==> config.mk <==
export PLATFORM = sky130hd
export DESIGN_NAME = mof_queue
export DESIGN_NICKNAME = d
export VERILOG_FILES = /design/src/rtl/mof_pkg.sv /design/src/rtl/mof_queue.sv
export SDC_FILE = /design/constraint.sdc
export NUM_CORES = 1
export LEC_CHECK = 0
export BUFFER_PORTS_ARGS = -buffer_cell sky130_fd_sc_hd__buf_2
export CORE_ASPECT_RATIO = 1.4
export CORE_MARGIN = 4
export CORE_UTILIZATION = 55
export DETAILED_ROUTE_END_ITERATION = 10
export GPL_TIMING_DRIVEN = 1
export PLACE_DENSITY = 0.79
export SLEW_MARGIN = 10
export SYNTH_ARGS = -nofsm -noshare
export SYNTH_HDL_FRONTEND = slang
export SYNTH_SLANG_ARGS = --single-unit
==> constraint.sdc <==
create_clock -name clk_i -period 7.5 [get_ports clk_i]
set_clock_uncertainty 0.2 [all_clocks]
set_input_delay 0.75 -clock clk_i [delete_from_list [all_inputs] [get_ports clk_i]]
set_output_delay 0.75 -clock clk_i [all_outputs]
set_load 0.01 [all_outputs]
==> src/rtl/mof_pkg.sv <==
// ----------------------------------------------------------------------------
// Majority-over-third finder package
// Shared request and result types and fixed constants.
// ----------------------------------------------------------------------------
package mof_pkg;

  localparam int ValW      = 32;
  localparam int QueueDepth = 2;
  localparam int QueueCntW  = $clog2(QueueDepth + 1);

  typedef struct packed {
    logic signed [ValW-1:0] value;
    logic                   last;
  } in_item_t;

  typedef struct packed {
    logic signed [ValW-1:0] value_res;
    logic                   is_last;
    logic                   none_found;
    logic                   overflow;
  } res_item_t;

  // Head of the request queue as the engine sees it.
  typedef struct packed {
    logic     vld;
    in_item_t item;
  } q_head_t;

endpackage

==> src/rtl/mof_queue.sv <==
// ----------------------------------------------------------------------------
// Majority-over-third finder request queue
// Front part: takes requests from the command port and holds them until the
// engine pops them, so the port stays open while the engine is working.
// ----------------------------------------------------------------------------
module mof_queue (
  input  logic              clk_i,
  input  logic              rst_ni,
  input  logic              push_i,
  input  mof_pkg::in_item_t item_i,
  output logic              full_o,
  output mof_pkg::q_head_t  head_o,
  input  logic              pop_i
);

  mof_pkg::in_item_t                    slot_q [mof_pkg::QueueDepth];
  logic                                 wr_ptr_q, rd_ptr_q;
  logic [mof_pkg::QueueCntW-1:0]        cnt_q;
  logic                                 do_push, do_pop;

  assign full_o      = (cnt_q == mof_pkg::QueueCntW'(mof_pkg::QueueDepth));
  assign do_push     = push_i && !full_o;
  assign do_pop      = pop_i && (cnt_q != '0);
  assign head_o.vld  = (cnt_q != '0);
  assign head_o.item = slot_q[rd_ptr_q];

  always_ff @(posedge clk_i) begin
    if (do_push) begin
      slot_q[wr_ptr_q] <= item_i;
    end
  end

  always_ff @(posedge clk_i or negedge rst_ni) begin
    if (!rst_ni) begin
      wr_ptr_q <= 1'b0;
      rd_ptr_q <= 1'b0;
      cnt_q    <= '0;
    end else begin
      if (do_push) begin
        wr_ptr_q <= ~wr_ptr_q;
      end
      if (do_pop) begin
        rd_ptr_q <= ~rd_ptr_q;
      end
      case ({do_push, do_pop})
        2'b10:   cnt_q <= cnt_q + mof_pkg::QueueCntW'(1);
        2'b01:   cnt_q <= cnt_q - mof_pkg::QueueCntW'(1);
        default: cnt_q <= cnt_q;
      endcase
    end
  end

  a_cnt_bound: assert property (@(posedge clk_i) disable iff (!rst_ni)
    cnt_q <= mof_pkg::QueueCntW'(mof_pkg::QueueDepth))
    else $error("request queue count beyond depth");

  a_pop_nonempty: assert property (@(posedge clk_i) disable iff (!rst_ni)
    pop_i |-> head_o.vld)
    else $error("request popped from an empty queue");

  a_full_holds: assert property (@(posedge clk_i) disable iff (!rst_ni)
    (full_o && !pop_i) |=> full_o)
    else $error("full queue lost a request without a pop");

endmodule

==> run_summary.xml, run 1 <==
<?xml version="1.0" encoding="UTF-8"?>
<metrics>
  <group name="power_and_ir_drop">
    <metric name="power_leakage" unit="uW">0.00121</metric>
    <metric name="vdd_drop_max" unit="mV">0.229</metric>
    <metric name="power.density" unit="mW/mm^2">373</metric>
  </group>
  <group name="detailed_routing">
    <metric name="via_per_inst" unit="">4.94</metric>
    <metric name="detailroute.wirelength.met3" unit="um">247</metric>
    <metric name="wl_per_cell" unit="um">16.7</metric>
    <metric name="drcViolationCount" unit="">0</metric>
    <metric name="drt_pass_1_iters" unit="">4</metric>
    <metric name="wl" unit="um">4470</metric>
    <metric name="vias" unit="">1323</metric>
    <metric name="wl_met1" unit="um">1600</metric>
    <metric name="routed.top_layer" unit="">met4</metric>
    <metric name="drtIter0Drc" unit="">84</metric>
    <metric name="route.met2.wl" unit="um">2550</metric>
    <metric name="postRouteAntennaNets" unit="">0</metric>
  </group>
  <group name="floorplanning">
    <metric name="die-height" unit="um">89.3</metric>
    <metric name="initial_core_util" unit="%">57.3</metric>
    <metric name="die_area" unit="mm^2">0.00590</metric>
    <metric name="fp.coreArea" unit="mm^2">0.00454</metric>
    <metric name="dieWidth" unit="um">66.1</metric>
    <metric name="pin_count" unit="">72</metric>
    <metric name="num_rows" unit="">29</metric>
  </group>
  <group name="setup_path">
    <metric name="critPathArrivalTime" unit="ns">1.91</metric>
    <metric name="required_time_at_the_worst_slack_endpoint" unit="ns">6.55</metric>
    <metric name="timing.setup.critical_path_class" unit="">flop to output pin</metric>
    <metric name="timing.critical_path.from" unit="">rd_ptr_q$_DFFE_PN0P_</metric>
    <metric name="crit-reg2reg-launch" unit="">cnt_q[0]$_DFFE_PN0P_</metric>
    <metric name="critPathSlowestCell" unit="">dfrtp_1</metric>
    <metric name="worst_setup_path_end_kind" unit="">output pin</metric>
    <metric name="worst_r2r_path_depth" unit="">3</metric>
    <metric name="crit_chain" unit="">buf_4 -&gt; mux2_2 -&gt; buf_2</metric>
    <metric name="critical_path.max_stage_delay" unit="ns">0.65</metric>
    <metric name="crit_path_start_kind" unit="">flop</metric>
    <metric name="critical_path_peak_fanout" unit="">23</metric>
  </group>
  <group name="global_route">
    <metric name="via_count_of_the_first_global_routing_pass" unit="">1440</metric>
    <metric name="grt_use_total" unit="%">16.0</metric>
    <metric name="grt_max_degree" unit="">34</metric>
    <metric name="globalRouteOverflowTotal" unit="">0</metric>
    <metric name="grt_first_pass_wirelength" unit="um">6690</metric>
    <metric name="antenna_found_initial" unit="">0</metric>
  </group>
  <group name="clocking">
    <metric name="cts-htree-levels" unit="">3</metric>
    <metric name="cts_setup_buffers" unit="">0</metric>
    <metric name="maximum_count_of_clock_buffers_along_a_single_path" unit="">2</metric>
    <metric name="cts.clk_slew.worst_paths" unit="ns">0.07</metric>
    <metric name="clockRootBuffer" unit="">clkbuf_8</metric>
    <metric name="post_cts_resized" unit="">0</metric>
    <metric name="cts_num_sinks" unit="">70</metric>
    <metric name="cts_hold_buffers" unit="">0</metric>
    <metric name="clock_latency" unit="ns">0.32</metric>
    <metric name="clock_tree_from_tritoncts" unit="">yes</metric>
    <metric name="tritoncts.num_buffers" unit="">9</metric>
  </group>
  <group name="synthesis">
    <metric name="proportion_of_synthesized_area_in_mux_cells" unit="%">14.3</metric>
    <metric name="netlist-cell-type-count" unit="">14</metric>
    <metric name="simple_gate_fraction_of_synth_area" unit="%">1.49</metric>
    <metric name="gate_count_of_the_mapped_netlist" unit="">121</metric>
    <metric name="synth_top_family_by_area" unit="">multiplexers</metric>
    <metric name="syn-mean-instance-area" unit="um^2">21.5</metric>
    <metric name="synth_fp_nets" unit="">159</metric>
    <metric name="yosysWarningCount" unit="">0</metric>
    <metric name="syn_area" unit="mm^2">0.00260</metric>
    <metric name="yosys.area_share.xor_xnor" unit="%">1.69</metric>
    <metric name="synth_sequential_area_ratio" unit="%">80.2</metric>
    <metric name="postSynthRegisterBits" unit="">70</metric>
    <metric name="synth-compound-area-share" unit="%">0</metric>
    <metric name="synth-adder-area-share" unit="%">0.482</metric>
  </group>
  <group name="timing">
    <metric name="timing.fmax" unit="MHz">349</metric>
    <metric name="final-setup-viol-count" unit="">0</metric>
    <metric name="timing.final.crit_period" unit="ns">2.86</metric>
    <metric name="grt_setup_unrepaired" unit="">no</metric>
    <metric name="finalHoldViolations" unit="">0</metric>
    <metric name="worst-slew-pin-transition" unit="ns">0.942</metric>
    <metric name="max-slew-margin-rel" unit="%">37.1</metric>
    <metric name="tns" unit="ns">0</metric>
    <metric name="min_period_over_period" unit="%">38.2</metric>
    <metric name="final_max_slew_viol_count" unit="">0</metric>
  </group>
  <group name="outcome">
    <metric name="outcome" unit="">completed</metric>
  </group>
  <group name="finish">
    <metric name="final_nets" unit="">239</metric>
    <metric name="layout.core_utilization" unit="%">70.0</metric>
    <metric name="syn_to_final_growth" unit="%">22.2</metric>
    <metric name="final_layout_size_suffix_gt1_share" unit="%">59.7</metric>
    <metric name="antenna_cells" unit="">0</metric>
  </group>
  <group name="placement">
    <metric name="detailed_place_hpwl" unit="um">3140</metric>
    <metric name="final_gp_congestion" unit="">0.672</metric>
    <metric name="buffer_ports.inserted" unit="">71</metric>
  </group>
  <group name="run">
    <metric name="timing.max_cap.violations" unit="">0</metric>
  </group>
  <group name="hold_path">
    <metric name="worst_hold_path_type" unit="">input pin to async pin</metric>
  </group>
</metrics>
==> power breakdown <==
group | internal [uW] | switching (uW) | total [uW]
registers | 537 | 39.8 | 577
clock network | 117 | 129 | 245
logic | 174 | 188 | 361
total | 827 | 356 | 1180
==> per-layer routing <==
layer  vias up  track usage (%)
met3         7             4.78
met4         0             7.21
met5         -                0
met2        37             28.1
li1        630                -
met1       649             18.0
==> critical path: cells and delay by family, from the launching register on <==
family / cells / cell delay (ns)
DFF: 1 / 0.65
muxes: 1 / 0.38
buffers and inverters: 2 / 0.54
==> path summary, 6_finish.rpt <==
kind                                                end  slack, ns
worst max-delay path                         head_o[22]       4.64
worst min-delay path               wr_ptr_q$_DFFE_PN0P_       0.02
worst max register to register  slot_q[0][27]$_DFFE_PP_       5.43
worst min register to register     cnt_q[1]$_DFFE_PN0P_       0.29
max in group asynchronous          cnt_q[0]$_DFFE_PN0P_       6.96
min in group clk_i                 cnt_q[1]$_DFFE_PN0P_       0.29
==> registers in the layout (all words and copies together), names as in the netlist <==
| name | flops |
|---|---|
| rd_ptr_q | 1 |
| wr_ptr_q | 1 |
| cnt_q | 2 |
| slot_q | 66 |
==> cells by family after synthesis <==
| logic type | after synthesis |
|---|---|
| xor+xnor | 5 |
| flops | 70 |
| fa+ha+maj | 1 |
| simple gates | 7 |
| mux | 33 |
| buf+inv | 5 |
==> cell usage after synthesis <==
cell,instances,area (um^2)
edfxtp_1,66,1980
mux2_2,33,372
buf_6,4,45.0
dfrtp_1,4,100
xnor2_1,3,26.3
nor2_1,2,7.51
xor2_1,2,17.5
and2_4,1,8.76
and3_1,1,6.26
ha_1,1,12.5
inv_1,1,3.75
nand2_1,1,3.75
nand2b_1,1,6.26
or2_1,1,6.26
==> layout by cell type, fill, tap and decap left out <==
master	Yosys	layout
and2_4	1	1
and3_1	1	1
buf_2	0	71
buf_4	0	2
clkbuf_8	0	9
clkinv_1	0	1
clkinv_2	0	3
clkinvlp_4	0	3
dfrtp_1	4	4
edfxtp_1	66	66
ha_1	1	1
inv_1	1	1
mux2_2	33	33
nand2_1	1	1
nand2b_1	1	1
nor2_1	2	1
nor2_4	0	1
or2_1	1	1
xnor2_1	3	3
xor2_1	2	2
==> stage by stage <==
stage / cell area (um^2) / setup WS [ns] / cells / power, uW / hold slack [ns]
after floorplan: 2600 / 4.64 / 121 / 830 / 0.254
after global placement: 3010 / 5.04 / 252 / 938 / 0.274
after detailed placement: 3010 / 4.99 / 252 / 954 / 0.284
after CTS: 3170 / 4.62 / 268 / 1200 / 0.00359
after global routing: 3170 / 4.54 / 268 / 1250 / 0.00539
final: 3170 / 4.64 / 268 / 1180 / 0.0177
==> layout make-up <==
class | count | area (um^2)
Sequential cell | 70 | 2080
Fill cell | 311 | 1360
Multi-Input combinational cell | 46 | 474
Timing Repair Buffer | 73 | 370
Clock buffer | 9 | 124
Tap cell | 62 | 77.6
Clock inverter | 7 | 41.3
Inverter | 1 | 3.75
Note: power is estimated with default switching activity, not from simulation.
==> run 2, diff against run 1 <==
--- a/config.mk
+++ b/config.mk
@@ -8,10 +8,10 @@
 export BUFFER_PORTS_ARGS = -buffer_cell sky130_fd_sc_hd__buf_2
 export CORE_ASPECT_RATIO = 1.4
 export CORE_MARGIN = 4
-export CORE_UTILIZATION = 55
+export CORE_UTILIZATION = 51
 export DETAILED_ROUTE_END_ITERATION = 10
 export GPL_TIMING_DRIVEN = 1
-export PLACE_DENSITY = 0.79
+export PLACE_DENSITY = 0.74
 export SLEW_MARGIN = 10
 export SYNTH_ARGS = -nofsm -noshare
 export SYNTH_HDL_FRONTEND = slang
==> constraint.sdc (replaced) <==
create_clock -name clk_i -period 2.9 [get_ports clk_i]
set_clock_uncertainty 0.2 [all_clocks]
set_input_delay 0.29 -clock clk_i [delete_from_list [all_inputs] [get_ports clk_i]]
set_output_delay 0.29 -clock clk_i [all_outputs]
set_load 0.01 [all_outputs]
==> run 2 against run 1 <==
  * Clock power grew to 2.7 times the previous value
  * Largest cell class unchanged
  * Critical endpoint is now head_o[5]
  * Final area is 11% higher
  * Combinational power grew to 2.7 times the previous value
  * Sequential cell count stayed put
  * Cell count is 13% higher
  * Routed wire length is 4.6% higher
  * Worst hold slack better by 0.060 ns
  * Register-to-register slack worse by 4.3 ns
  * Via count is 8.3% higher
  * Core utilization is 2.3 points higher
  * Setup slack worse by 4.0 ns
  * Critical path depth stayed put
==> run_summary.xml, run 2 (synthesized netlist as in run 1, its figures left out) <==
<?xml version="1.0" encoding="UTF-8"?>
<metrics>
  <group name="timing">
    <metric name="tns" unit="ns">0</metric>
    <metric name="timing.final.crit_period" unit="ns">2.28</metric>
    <metric name="finalHoldViolations" unit="">0</metric>
    <metric name="worst-slew-pin-transition" unit="ns">0.453</metric>
    <metric name="timing.fmax" unit="MHz">438</metric>
    <metric name="final_max_slew_viol_count" unit="">0</metric>
    <metric name="grt_setup_unrepaired" unit="">no</metric>
    <metric name="max-slew-margin-rel" unit="%">69.8</metric>
    <metric name="min_period_over_period" unit="%">78.7</metric>
    <metric name="final-setup-viol-count" unit="">0</metric>
  </group>
  <group name="floorplanning">
    <metric name="pin_count" unit="">72</metric>
    <metric name="initial_core_util" unit="%">53.2</metric>
    <metric name="dieWidth" unit="um">68.3</metric>
    <metric name="fp.coreArea" unit="mm^2">0.00488</metric>
    <metric name="num_rows" unit="">30</metric>
    <metric name="die_area" unit="mm^2">0.00632</metric>
    <metric name="die-height" unit="um">92.4</metric>
  </group>
  <group name="clocking">
    <metric name="cts_setup_buffers" unit="">0</metric>
    <metric name="clock_latency" unit="ns">0.32</metric>
    <metric name="cts.clk_slew.worst_paths" unit="ns">0.06</metric>
    <metric name="maximum_count_of_clock_buffers_along_a_single_path" unit="">2</metric>
    <metric name="cts_num_sinks" unit="">70</metric>
    <metric name="cts-htree-levels" unit="">3</metric>
    <metric name="post_cts_resized" unit="">0</metric>
    <metric name="tritoncts.num_buffers" unit="">9</metric>
    <metric name="clockRootBuffer" unit="">clkbuf_8</metric>
    <metric name="clock_tree_from_tritoncts" unit="">yes</metric>
  </group>
  <group name="power_and_ir_drop">
    <metric name="power_leakage" unit="uW">0.00137</metric>
    <metric name="vdd_drop_max" unit="mV">0.501</metric>
    <metric name="power.density" unit="mW/mm^2">885</metric>
  </group>
  <group name="detailed_routing">
    <metric name="wl" unit="um">4670</metric>
    <metric name="via_per_inst" unit="">4.71</metric>
    <metric name="drcViolationCount" unit="">0</metric>
    <metric name="drt_pass_1_iters" unit="">4</metric>
    <metric name="postRouteAntennaNets" unit="">0</metric>
    <metric name="wl_per_cell" unit="um">15.4</metric>
    <metric name="vias" unit="">1433</metric>
    <metric name="drtIter0Drc" unit="">54</metric>
  </group>
  <group name="placement">
    <metric name="final_gp_congestion" unit="">0.641</metric>
    <metric name="buffer_ports.inserted" unit="">71</metric>
    <metric name="detailed_place_hpwl" unit="um">2940</metric>
    <metric name="dpl-instance-area" unit="mm^2">0.00302</metric>
  </group>
  <group name="setup_path">
    <metric name="timing.critical_path.from" unit="">rd_ptr_q$_DFFE_PN0P_</metric>
    <metric name="crit-reg2reg-launch" unit="">cnt_q[0]$_DFFE_PN0P_</metric>
    <metric name="endpoint" unit="">head_o[5]</metric>
    <metric name="worst_r2r_path_depth" unit="">4</metric>
    <metric name="rr_endpoint" unit="">slot_q[0][3]$_DFFE_PP_</metric>
    <metric name="cp_top_family" unit="">buffers and inverters</metric>
    <metric name="critPathSlowestCell" unit="">dfrtp_1</metric>
    <metric name="crit_chain" unit="">buf_4 -&gt; mux2_2 -&gt; buf_2</metric>
    <metric name="timing.setup.critical_path_class" unit="">flop to output pin</metric>
    <metric name="critical_path_peak_fanout" unit="">27</metric>
    <metric name="cp_num_cells" unit="">3</metric>
    <metric name="critPathArrivalTime" unit="ns">1.79</metric>
    <metric name="critical_path.max_stage_delay" unit="ns">0.52</metric>
    <metric name="cp_num_buf_inv" unit="">2</metric>
    <metric name="ff2ff_setup_slack" unit="ns">1.10</metric>
    <metric name="worst_setup_path_end_kind" unit="">output pin</metric>
    <metric name="crit_path_start_kind" unit="">flop</metric>
    <metric name="required_time_at_the_worst_slack_endpoint" unit="ns">2.41</metric>
  </group>
  <group name="global_route">
    <metric name="via_count_of_the_first_global_routing_pass" unit="">1570</metric>
    <metric name="globalRouteOverflowTotal" unit="">0</metric>
    <metric name="antenna_found_initial" unit="">0</metric>
    <metric name="grt_use_total" unit="%">16.6</metric>
    <metric name="grt_first_pass_wirelength" unit="um">7350</metric>
    <metric name="grt_max_degree" unit="">34</metric>
  </group>
  <group name="finish">
    <metric name="multi_input_area" unit="um^2">474</metric>
    <metric name="final_area" unit="mm^2">0.00353</metric>
    <metric name="max_flop_register" unit="">slot_q</metric>
    <metric name="final_nets" unit="">274</metric>
    <metric name="flip_flop_count_of_the_largest_register_after_layout" unit="">66</metric>
    <metric name="n_fill_cell" unit="">330</metric>
    <metric name="syn_to_final_growth" unit="%">35.8</metric>
    <metric name="layout.cells.most_common_list" unit="">buf_2 (71), edfxtp_1 (66), dlygate4sd3_1 (34)</metric>
    <metric name="antenna_cells" unit="">0</metric>
    <metric name="final_layout_size_suffix_gt1_share" unit="%">50.8</metric>
    <metric name="reg.largest.list" unit="">slot_q: 66 flops, cnt_q: 2 flops</metric>
    <metric name="layout.area.seq" unit="mm^2">0.00208</metric>
    <metric name="mostFrequentLayoutCell" unit="">buf_2</metric>
  </group>
  <group name="outcome">
    <metric name="outcome" unit="">completed</metric>
  </group>
  <group name="hold_path">
    <metric name="worst_hold_path_type" unit="">input pin to flop</metric>
  </group>
  <group name="run">
    <metric name="timing.max_cap.violations" unit="">0</metric>
  </group>
</metrics>
## run 2: how the worst min path moves through the flow
stage / from / to / slack [ns] / cells past startpoint
floorplan: rst_ni / cnt_q[0]$_DFFE_PN0P_ / -0.21 / 0
global placement: rst_ni / cnt_q[1]$_DFFE_PN0P_ / -0.1 / 1
detailed placement: rst_ni / cnt_q[1]$_DFFE_PN0P_ / -0.1 / 1
CTS: pop_i / rd_ptr_q$_DFFE_PN0P_ / 0.06 / 3
global route: pop_i / rd_ptr_q$_DFFE_PN0P_ / 0.07 / 3
finish: pop_i / rd_ptr_q$_DFFE_PN0P_ / 0.08 / 3
## run 2: area by class of cell
type / instances / area share, %
well taps: 64 / 2.27
flip-flops and latches: 70 / 59.0
multi-input cells: 46 / 13.4
repair buffers: 108 / 20.4
inverters: 1 / 0.106
clock buffers: 13 / 4.51
clock inverters: 2 / 0.284
## run 2: timing repair
action | CTS | global route
endpoints found under the setup margin | 0 | 0
hold endpoints to repair | 70 | 0
hold buffers | 34 | 0
## run 2: metrics by stage
step           setup slack, ns  cells  hold WS [ns]  total power [uW]  utilization, %
2_1_floorplan            0.251    121        -0.206              2150               -
3_3_place_gp             0.988    255       -0.0967              2430            61.8
3_5_place_dp             0.954    255       -0.0980              2460            61.8
4_1_cts                  0.587    304        0.0625              3170            72.3
5_1_grt                  0.492    304        0.0703              3300            72.3
6_report                 0.619    304        0.0780              3120            72.3
## run 2: tightest hold or removal path, delay by kind of cell
family | cells | cell delay [ns]
AND/OR/NAND/NOR | 1 | 0.13
XOR/XNOR | 1 | 0.06
buffers and inverters | 1 | 0.08
## run 2: metal layers
layer	wire length, um	share of wire, %	vias up	global-route usage (%)
met1	1630	35	696	16.9
met4	55	1.2	0	5.97
met2	2760	59	37	29.5
li1	-	-	695	-
met5	0	0	-	0
met3	224	4.8	5	6.55
## run 2: report_power, final
group	switching, uW	total, uW	internal, uW
Combinational	503	987	484
Sequential	86.6	1470	1390
Clock	312	662	350
==> run 3, diff against run 2 <==
==> constraint.sdc (replaced) <==
create_clock -name clk_i -period 2.26 [get_ports clk_i]
set_clock_uncertainty 0.2 [all_clocks]
set_input_delay 0.226 -clock clk_i [delete_from_list [all_inputs] [get_ports clk_i]]
set_output_delay 0.226 -clock clk_i [all_outputs]
set_load 0.01 [all_outputs]
==> run 3 against run 2 <==
  * Sequential power up 27%
  * Clock power rose by 92%
  * Non-clock buffer count rose by 1
  * Die area unchanged
  * Critical path depth stayed put
  * Via count rose by 2.5%
==> run_summary.xml, run 3 (synthesized netlist as in run 1, its figures left out) <==
<?xml version="1.0" encoding="UTF-8"?>
<metrics>
  <group name="outcome">
    <metric name="outcome" unit="">completed</metric>
  </group>
  <group name="floorplanning">
    <metric name="num_rows" unit="">30</metric>
    <metric name="fp.coreArea" unit="mm^2">0.00488</metric>
    <metric name="die-height" unit="um">92.4</metric>
    <metric name="die_area" unit="mm^2">0.00632</metric>
    <metric name="pin_count" unit="">72</metric>
    <metric name="dieWidth" unit="um">68.3</metric>
    <metric name="initial_core_util" unit="%">53.2</metric>
  </group>
  <group name="finish">
    <metric name="final_nets" unit="">275</metric>
    <metric name="max_flop_register" unit="">slot_q</metric>
    <metric name="mostFrequentLayoutCell" unit="">buf_2</metric>
    <metric name="flip_flop_count_of_the_largest_register_after_layout" unit="">66</metric>
    <metric name="layout.cells.most_common_list" unit="">buf_2 (71), edfxtp_1 (66), dlygate4sd3_1 (35)</metric>
    <metric name="final_layout_size_suffix_gt1_share" unit="%">51.2</metric>
    <metric name="reg.largest.list" unit="">slot_q: 66 flops, cnt_q: 2 flops</metric>
    <metric name="antenna_cells" unit="">0</metric>
    <metric name="syn_to_final_growth" unit="%">39.7</metric>
  </group>
  <group name="timing">
    <metric name="final_max_slew_viol_count" unit="">0</metric>
    <metric name="timing.fmax" unit="MHz">495</metric>
    <metric name="final-setup-viol-count" unit="">0</metric>
    <metric name="worst-slew-pin-transition" unit="ns">0.442</metric>
    <metric name="min_period_over_period" unit="%">89.4</metric>
    <metric name="max-slew-margin-rel" unit="%">70.5</metric>
    <metric name="timing.final.crit_period" unit="ns">2.02</metric>
    <metric name="grt_setup_unrepaired" unit="">no</metric>
    <metric name="fin_worst_hold_slack" unit="ns">0.0294</metric>
    <metric name="crit_path_setup_slack_layout" unit="ns">0.239</metric>
    <metric name="finalHoldViolations" unit="">0</metric>
    <metric name="tns" unit="ns">0</metric>
  </group>
  <group name="detailed_routing">
    <metric name="postRouteAntennaNets" unit="">0</metric>
    <metric name="drcViolationCount" unit="">0</metric>
    <metric name="drtIter0Drc" unit="">27</metric>
    <metric name="via_per_inst" unit="">4.80</metric>
    <metric name="wl_per_cell" unit="um">15.9</metric>
    <metric name="vias" unit="">1469</metric>
    <metric name="drt_pass_1_iters" unit="">4</metric>
    <metric name="wl" unit="um">4870</metric>
  </group>
  <group name="global_route">
    <metric name="grt_first_pass_wirelength" unit="um">7600</metric>
    <metric name="via_count_of_the_first_global_routing_pass" unit="">1701</metric>
    <metric name="grt_use_total" unit="%">17.2</metric>
    <metric name="antenna_found_initial" unit="">0</metric>
    <metric name="globalRouteOverflowTotal" unit="">0</metric>
    <metric name="grt_max_degree" unit="">35</metric>
  </group>
  <group name="placement">
    <metric name="final_gp_congestion" unit="">0.657</metric>
    <metric name="detailed_place_hpwl" unit="um">2970</metric>
    <metric name="buffer_ports.inserted" unit="">71</metric>
    <metric name="place_ws" unit="ns">0.456</metric>
  </group>
  <group name="setup_path">
    <metric name="critPathArrivalTime" unit="ns">1.59</metric>
    <metric name="crit_path_start_kind" unit="">flop</metric>
    <metric name="required_time_at_the_worst_slack_endpoint" unit="ns">1.83</metric>
    <metric name="worst_r2r_path_depth" unit="">4</metric>
    <metric name="critical_path_peak_fanout" unit="">34</metric>
    <metric name="timing.setup.critical_path_class" unit="">flop to output pin</metric>
    <metric name="worst_setup_path_end_kind" unit="">output pin</metric>
  </group>
  <group name="clocking">
    <metric name="cts_setup_buffers" unit="">0</metric>
    <metric name="post_cts_resized" unit="">0</metric>
    <metric name="cts.clk_slew.worst_paths" unit="ns">0.07</metric>
    <metric name="cts-htree-levels" unit="">3</metric>
    <metric name="cts_num_sinks" unit="">70</metric>
    <metric name="clock_tree_from_tritoncts" unit="">yes</metric>
    <metric name="clock_latency" unit="ns">0.33</metric>
    <metric name="tritoncts.num_buffers" unit="">9</metric>
    <metric name="maximum_count_of_clock_buffers_along_a_single_path" unit="">2</metric>
    <metric name="clockRootBuffer" unit="">clkbuf_8</metric>
    <metric name="cts_hold_buffers" unit="">35</metric>
  </group>
  <group name="power_and_ir_drop">
    <metric name="net-switching-power" unit="uW">1210</metric>
    <metric name="power.density" unit="mW/mm^2">1230</metric>
    <metric name="vdd_drop_max" unit="mV">0.782</metric>
    <metric name="p_int" unit="uW">3240</metric>
    <metric name="power_frac_clock" unit="%">28.6</metric>
    <metric name="p_sw_share" unit="%">27.2</metric>
    <metric name="power_leakage" unit="uW">0.00141</metric>
    <metric name="seq_power_share" unit="%">42.0</metric>
    <metric name="p_comb_share" unit="%">29.4</metric>
  </group>
  <group name="hold_path">
    <metric name="worst_hold_path_type" unit="">input pin to async pin</metric>
  </group>
  <group name="run">
    <metric name="timing.max_cap.violations" unit="">0</metric>
  </group>
</metrics>
run 3: critical path: stages (launching register included):
cell and delay, ns:
dfrtp_1 0.32, buf_4 0.39, mux2_2 0.39, buf_2 0.15
run 3: layout make-up:
class,instances,area (um^2)
repair buffers,109,728
flip-flops and latches,70,2080
fillers,314,1250
multi-input cells,46,474
well taps,64,80.1
clock inverters,7,136
inverters,1,3.75
clock buffers,9,124
run 3: path summary, 6_finish.rpt:
path,from,endpoint,slack (ns)
worst max-delay path,rd_ptr_q$_DFFE_PN0P_,head_o[17],0.24
worst min-delay path,rst_ni,cnt_q[0]$_DFFE_PN0P_,0.03
worst max register to register,cnt_q[0]$_DFFE_PN0P_,slot_q[0][3]$_DFFE_PP_,0.47
worst min register to register,cnt_q[1]$_DFFE_PN0P_,cnt_q[1]$_DFFE_PN0P_,0.31
max in group asynchronous,rst_ni,cnt_q[1]$_DFFE_PN0P_,1.71
min in group clk_i,push_i,wr_ptr_q$_DFFE_PN0P_,0.09
run 3: power by group through the flow:
| stage | clock, uW | combinational (uW) | sequential, uW |
|---|---|---|---|
| 2_1_floorplan | 0 | 886 | 1870 |
| 3_3_place_gp | 0 | 1240 | 1870 |
| 3_5_place_dp | 0 | 1280 | 1900 |
| 4_1_cts | 1300 | 1340 | 1870 |
| 5_1_grt | 1370 | 1430 | 1890 |
| 6_report | 1270 | 1310 | 1870 |
run 3: routing by layer:
metal	global-route usage (%)	wire [um]	vias up
met4	9.45	100	0
li1	-	-	699
met1	16.8	1680	714
met2	31.1	2820	47
met3	4.49	266	9
met5	0	0	-
run 3: stage by stage:
step / power, uW / instance area (um^2) / utilization (%) / instances
2_1_floorplan: 2760 / 2600 / - / 121
3_5_place_dp: 3180 / 3020 / 61.8 / 255
3_3_place_gp: 3110 / 3020 / 61.8 / 255
4_1_cts: 4510 / 3630 / 74.4 / 306
6_report: 4460 / 3630 / 74.4 / 306
5_1_grt: 4690 / 3630 / 74.4 / 306
